<file path="config.mk">
export PLATFORM = sky130hd
export DESIGN_NAME = fss_ctrl
export DESIGN_NICKNAME = d
export VERILOG_FILES = /design/src/hw/rtl/fss_pkg.sv /design/src/hw/rtl/fss_ctrl.sv
export SDC_FILE = /design/constraint.sdc
export NUM_CORES = 1
export LEC_CHECK = 0
export BUFFER_PORTS_ARGS = -buffer_cell sky130_fd_sc_hd__buf_2
export CORE_UTILIZATION = 25
export CTS_BUF_LIST = sky130_fd_sc_hd__clkbuf_2
export CTS_CLUSTER_DIAMETER = 100
export DETAILED_ROUTE_END_ITERATION = 8
export GPL_TIMING_DRIVEN = 0
export PLACE_DENSITY_LB_ADDON = 0.15
export SYNTH_ARGS = -nofsm -noshare
export SYNTH_HDL_FRONTEND = slang
export SYNTH_SLANG_ARGS = --single-unit
export TNS_END_PERCENT = 20
</file>
<file path="constraint.sdc">
create_clock -name clk -period 2.25 [get_ports clk]
set_input_delay 0.225 -clock clk [delete_from_list [all_inputs] [get_ports clk]]
set_output_delay 0.225 -clock clk [all_outputs]
set_load 0.1 [all_outputs]
</file>
<file path="src/hw/rtl/fss_pkg.sv">
// shared types and constants of the separation steering block
// no dependencies
package fss_pkg;

  localparam int unsigned POS_W   = 24;
  localparam int unsigned DIFF_W  = POS_W + 1;
  localparam int unsigned D2_W    = 50;
  localparam int unsigned QUOT_W  = 37;
  localparam int unsigned ACC_W   = 48;
  localparam int unsigned GAIN_W  = 16;
  localparam int unsigned STEER_W = 32;
  localparam int unsigned CFG_W   = D2_W;
  localparam int unsigned CNT_W   = 6;

  localparam logic [GAIN_W-1:0] GAIN_RESET   = 16'd256;
  localparam logic [D2_W-1:0]   RADIUS_RESET = 50'd16777216;

  // register indexes of the configuration port
  localparam logic CFG_GAIN   = 1'b0;
  localparam logic CFG_RADIUS = 1'b1;

  localparam logic [1:0] AXIS_X = 2'd0;
  localparam logic [1:0] AXIS_Y = 2'd1;
  localparam logic [1:0] AXIS_Z = 2'd2;

  typedef enum logic [7:0] {
    ST_IDLE = 8'b0000_0001,
    ST_SQ   = 8'b0000_0010,
    ST_CHK  = 8'b0000_0100,
    ST_DIV  = 8'b0000_1000,
    ST_ACC  = 8'b0001_0000,
    ST_MUL  = 8'b0010_0000,
    ST_SAT  = 8'b0100_0000,
    ST_PUSH = 8'b1000_0000
  } state_t;

  typedef struct packed {
    logic signed [POS_W-1:0] self_x;
    logic signed [POS_W-1:0] self_y;
    logic signed [POS_W-1:0] self_z;
    logic signed [POS_W-1:0] other_x;
    logic signed [POS_W-1:0] other_y;
    logic signed [POS_W-1:0] other_z;
    logic                    is_self;
    logic                    last;
  } in_item_t;

  typedef struct packed {
    logic signed [STEER_W-1:0] steer_x;
    logic signed [STEER_W-1:0] steer_y;
    logic signed [STEER_W-1:0] steer_z;
  } out_item_t;

  typedef struct packed {
    logic       load;
    logic       sq_step;
    logic       div_init;
    logic       div_step;
    logic       acc_upd;
    logic       mul;
    logic       sat;
    logic       push;
    logic [1:0] axis;
  } cmd_t;

  typedef struct packed {
    logic counted;
    logic last;
    logic out_free;
  } sts_t;

endpackage

</file>
<file path="src/hw/rtl/fss_ctrl.sv">
// sequencer of the separation steering block
// depends on fss_pkg; drives datapath commands, reads datapath status
module fss_ctrl import fss_pkg::*; (
  input  logic clk,
  input  logic rst_n,
  input  logic in_valid,
  output logic in_ready,
  input  sts_t sts,
  output cmd_t cmd
);

  state_t           state_r, state_nxt;
  logic [1:0]       axis_r, axis_nxt;
  logic [CNT_W-1:0] cnt_r, cnt_nxt;

  // state register
  always_ff @(posedge clk) begin
    if (!rst_n) begin
      state_r <= ST_IDLE;
      axis_r  <= AXIS_X;
      cnt_r   <= '0;
    end else begin
      state_r <= state_nxt;
      axis_r  <= axis_nxt;
      cnt_r   <= cnt_nxt;
    end
  end

  assign in_ready = (state_r == ST_IDLE);

  // next state and commands
  always_comb begin
    state_nxt = state_r;
    axis_nxt  = axis_r;
    cnt_nxt   = cnt_r;
    cmd       = '0;
    cmd.axis  = axis_r;
    case (state_r)
      ST_IDLE: begin
        if (in_valid) begin
          cmd.load  = 1'b1;
          axis_nxt  = AXIS_X;
          state_nxt = ST_SQ;
        end
      end
      ST_SQ: begin
        cmd.sq_step = 1'b1;
        if (axis_r == AXIS_Z) begin
          state_nxt = ST_CHK;
        end else begin
          axis_nxt = axis_r + 2'd1;
        end
      end
      ST_CHK: begin
        cmd.div_init = 1'b1;
        cnt_nxt      = '0;
        axis_nxt     = AXIS_X;
        if (sts.counted) begin
          state_nxt = ST_DIV;
        end else if (sts.last) begin
          state_nxt = ST_MUL;
        end else begin
          state_nxt = ST_IDLE;
        end
      end
      ST_DIV: begin
        cmd.div_step = 1'b1;
        cnt_nxt      = cnt_r + CNT_W'(1);
        if (cnt_r == CNT_W'(QUOT_W - 1)) begin
          state_nxt = ST_ACC;
        end
      end
      ST_ACC: begin
        cmd.acc_upd = 1'b1;
        axis_nxt    = AXIS_X;
        state_nxt   = sts.last ? ST_MUL : ST_IDLE;
      end
      ST_MUL: begin
        cmd.mul   = 1'b1;
        state_nxt = ST_SAT;
      end
      ST_SAT: begin
        cmd.sat = 1'b1;
        if (axis_r == AXIS_Z) begin
          state_nxt = ST_PUSH;
        end else begin
          axis_nxt  = axis_r + 2'd1;
          state_nxt = ST_MUL;
        end
      end
      ST_PUSH: begin
        if (sts.out_free) begin
          cmd.push  = 1'b1;
          state_nxt = ST_IDLE;
        end
      end
      default: begin
        state_nxt = ST_IDLE;
      end
    endcase
  end

endmodule

</file>
**Word-level counts from Yosys, hierarchy flattened**

Cells that the tools add are included.

- Reductions and logical operators: 6
- Mux-type cells: 22
- Equal/unequal tests: 15
- Add/sub/neg operators: 2

Operators with widths:

| operator | count |
|---|---|
| $pmux W8 S8 | 1 |
| $mux W8 | 6 |
| $pmux W6 S2 | 1 |
| $mux W1 | 10 |
| $ne A2 B2 Y1 const B | 5 |
| $eq A8 B1 Y1 const B | 1 |
| $eq A8 B2 Y1 const B | 1 |
| $eq A8 B3 Y1 const B | 1 |
| $eq A8 B4 Y1 const B | 1 |
| $eq A8 B5 Y1 const B | 1 |
| $eq A8 B6 Y1 const B | 1 |
| $eq A8 B7 Y1 const B | 1 |
| $eq A8 B8 Y1 const B | 1 |
| $add A6 B1 Y6 const B | 1 |
| $eq A6 B6 Y1 const B | 1 |
| $mux W6 | 1 |
| $pmux W2 S3 | 1 |
| $mux W2 | 2 |
| $reduce_and A4 Y1 | 1 |
| $reduce_or A2 Y1 | 2 |
| $reduce_and A3 Y1 | 1 |
| $reduce_bool A3 Y1 | 1 |
| $add A2 B1 Y2 const B | 1 |
| $eq A2 B2 Y1 const B | 1 |
| $reduce_bool A2 Y1 | 1 |

- Bits of input ports: 6
- Output and inout bits: 11
- Register bits: 16
- Logic and storage cells: 48

**Depth between registers and ports, before layout**

- Depth in word-level cells: 4
- Gate-level depth with buffers: 7
- Depth with buffers taken out: 7

**Worst setup path before layout**

Ideal clock, no wire load.

- Kind: reg2out
- Start point: register state_r[6]
- End point: output cmd[5] in the netlist's numbering
- Buffers on the path: 1
- Arrival: 3.948 ns
- Required time: 2.025 ns
- Cell stages (with the launch flop): 4
- Slack: -1.923 ns
- Cell sequence: dfxtp_1 buf_2 or4_4 nor4bb_1

RTL lines:

| what | line | RTL |
|---|---|---|
| from (decl) | fss_ctrl.sv:12 | `state_t state_r, state_nxt;` |
| from (signal assigned) | fss_ctrl.sv:23 | `state_r <= state_nxt;` |
| to (decl) | fss_ctrl.sv:9 | `output cmd_t cmd` |

==> flow_metrics.env <==
export IMPL_yosys_top_cells_area="dfxtp_1 30%, nor2_1 6.0%, a21oi_1 4.2%"
export IMPL_num_vias=1071
export IMPL_worst_path_buf_inv=1
export IMPL_violations="setup timing"
export IMPL_hold_violations=0
export IMPL_yosysTopAreaCell="dfxtp_1"
export IMPL_finalClockSkew_ps=33.5
export IMPL_path_clk_slew_ps=190
export IMPL_synth_area_per_cell_um2=7.63
export IMPL_die_area_mm2=0.00454
export IMPL_viasPerCell=5.12
export IMPL_yosysTopAreaCellShare_pct=30.0
export IMPL_dp_hpwl_um=2080
export IMPL_syn_to_final_growth_pct=34.0
export IMPL_drc=0
export IMPL_grt_usage_pct=14.0
export IMPL_path_class="register to output port"
export IMPL_p_seq_share_pct=42.3
export IMPL_ys_seq_area_share_pct=30.0
export IMPL_drv_cap=0
export IMPL_slew_headroom_pct=67.7
export IMPL_status="complete, but fails checks"
export IMPL_coreArea_mm2=0.00406
export IMPL_port_buffer_count=15
export IMPL_synth_cells=140
export IMPL_rsz0062_at_grt="yes"
export IMPL_synthArstFlopShare_pct=0
export IMPL_yosys_top_cells_count="17 x nor2_1, 16 x dfxtp_1, 12 x inv_1, 12 x nand2_1, 9 x a21oi_1"
export IMPL_wirelength_um=2900
export IMPL_critPathLaunchType="register"
export IMPL_crit_path_max_fanout=4
export IMPL_worst_endpoint_arrival_ps=2200
export IMPL_power_switching_share_pct=39.2
export IMPL_finalPower_uw=703
export IMPL_p_int_uw=428
export IMPL_crit_chain="or4_4 -> or4b_4 -> nor2_4 -> buf_12"
export IMPL_diodes=0
export IMPL_fin_nets=169
export IMPL_grt_pass1_wl_um=4700
export IMPL_worstSkewPairLatency_ps=310
export IMPL_leakage_uw=0.000521
export IMPL_period_needed_ps=2430
export IMPL_setup_slack_ps=-175
export IMPL_clkPwrFrac_pct=19.6
export IMPL_htree_levels=1
export IMPL_clock_root_buffer="clkbuf_2"
export IMPL_post_route_cell_area_mm2=0.00143
export IMPL_finalCritPeriodShare_pct=108
export IMPL_cp_top_family="simple AND/OR/NAND/NOR gates"
export IMPL_drtIter0Drc=84
export IMPL_die_h_um=67.4
export IMPL_numCtsBuffers=3
export IMPL_multiInputGateArea_um2=716
export IMPL_fill_cells=420
export IMPL_worstMarginPinSlew_ps=487
export IMPL_crit_path_end_kind="output port"
export IMPL_synth_most_common_cell="nor2_1"
export IMPL_critical_path_required_ps=2030
export IMPL_rows=23
export IMPL_yosys_cell_types_count=46
export IMPL_synth_flop_cell="dfxtp_1"
export IMPL_synth_edff_count=0
export IMPL_fmax_mhz=412
export IMPL_finalSetupViolCount=3
export IMPL_grt_max_degree=11
export IMPL_first_global_vias=959
export IMPL_final_max_slew_viol_count=0
export IMPL_start_util_pct=26.3
export IMPL_antenna_found_initial=0
export IMPL_gp_congestion=0.824
export IMPL_p_sw_uw=275
export IMPL_powerDensity_mw_per_mm2=491
export IMPL_syn_area_mm2=0.00107
export IMPL_wl_per_cell_um=13.9
export IMPL_hp_class="primary input to register"
export IMPL_die_w_um=67.4
export IMPL_regArea_um2=330
export IMPL_critPathMaxStageDelay_ps=580
export IMPL_clock_sinks=16
export IMPL_postRouteAntennaNets=0
export IMPL_slowest_stage="or4b_4"
export IMPL_yosys_warnings=0
export IMPL_grt_overflow=0
export IMPL_place_area_mm2=0.00125
export IMPL_drt_first_pass_iters=5
export IMPL_hold_worst_slack_ps=139
export IMPL_syn_num_nets=149
export IMPL_io_pins=17
export IMPL_ir_worst_vdd_mv=0.245
export IMPL_cts_tree="yes"
export IMPL_combPwrFrac_pct=38.0
export IMPL_final_layout_size_suffix_gt1_share_pct=29.6
export IMPL_clock_path_buffers=2
export IMPL_ys_seq_elements=16
==> per-stage QoR <==
step | utilization, % | worst slack, ps | cells | setup TNS, ps
global route | 35.3 | -257 | 209 | -932
floorplan | - | -477 | 140 | -4240
detailed placement | 30.8 | -138 | 205 | -319
global placement | 30.8 | -147 | 205 | -308
CTS | 34.1 | -204 | 209 | -448
finish | 35.3 | -175 | 209 | -333
==> per-layer routing <==
| metal | global-route usage [%] | wire (um) | vias to the layer above |
|---|---|---|---|
| li1 | - | - | 529 |
| met5 | 0 | 0 | - |
| met1 | 19.8 | 1450 | 507 |
| met4 | 3.99 | 25 | 0 |
| met2 | 20.5 | 1280 | 33 |
| met3 | 3.55 | 146 | 2 |
==> state kept, by name, summed over array words and instances (netlist names) <==
name,count
state_r,8
cnt_r,6
axis_r,2
==> worst paths after layout <==
path	endpoint	from	slack (ps)	depth (start not counted)
worst max register to register	axis_r[1]	state_r[4]	30	5
worst min register to register	axis_r[0]	axis_r[0]	500	2
worst min-delay path	state_r[3]	sts[2]	140	3
worst max-delay path	cmd[9]	state_r[4]	-180	4
==> area by class of cell <==
type	count	share of cell area, %
multi-input combinational	101	50.0
sequential	16	23.1
timing repair buffer	19	15.6
tap	50	4.37
inverter	13	3.58
buffer	6	2.10
clock buffer	3	1.05
clock inverter	1	0.262
==> power groups by stage <==
stage	Clock (uW)	Sequential (uW)	Combinational (uW)
5_1_grt	161	299	283
2_1_floorplan	0	307	182
4_1_cts	153	297	259
3_3_place_gp	0	305	223
6_report	138	298	267
3_5_place_dp	0	305	222
==> timing repair <==
action                     CTS  global route
gates resized for setup     36            12
setup endpoints to repair    9            13
setup buffers                4             0
hold buffers                 0             0
pin swaps                    5             3
==> cell usage in the layout, fill, tap and decap left out, types with 3 or more instances in the layout <==
| cell | n |
|---|---|
| inv_1 | 10 |
| buf_4 | 4 |
| nand2_1 | 12 |
| mux2i_1 | 3 |
| clkbuf_1 | 4 |
| nor3_1 | 5 |
| dfxtp_1 | 12 |
| nor2_1 | 14 |
| ha_1 | 3 |
| buf_6 | 3 |
| clkbuf_2 | 3 |
| nand3_1 | 3 |
| buf_12 | 7 |
| o21ai_0 | 4 |
| buf_2 | 6 |
| a21oi_1 | 9 |
==> cells by family after synthesis <==
logic type / after synthesis / synth area share (%)
simple gates: 64 / 34.1
flops: 16 / 30.0
xor+xnor: 3 / 2.46
compound gates: 26 / 15.9
fa+ha+maj: 3 / 3.51
buf+inv: 23 / 9.13
mux: 5 / 4.92
==> worst reg2reg max path, delay by kind of cell (launching register included) <==
family                 cells  cell delay, ps
multiplexers               1             220
buffers and inverters      1             170
flip-flops                 1             380
AO/OA/AOI/OAI              1             220
AND/OR/NAND/NOR            2            1140
Note: power is estimated with default switching activity, not from simulation.
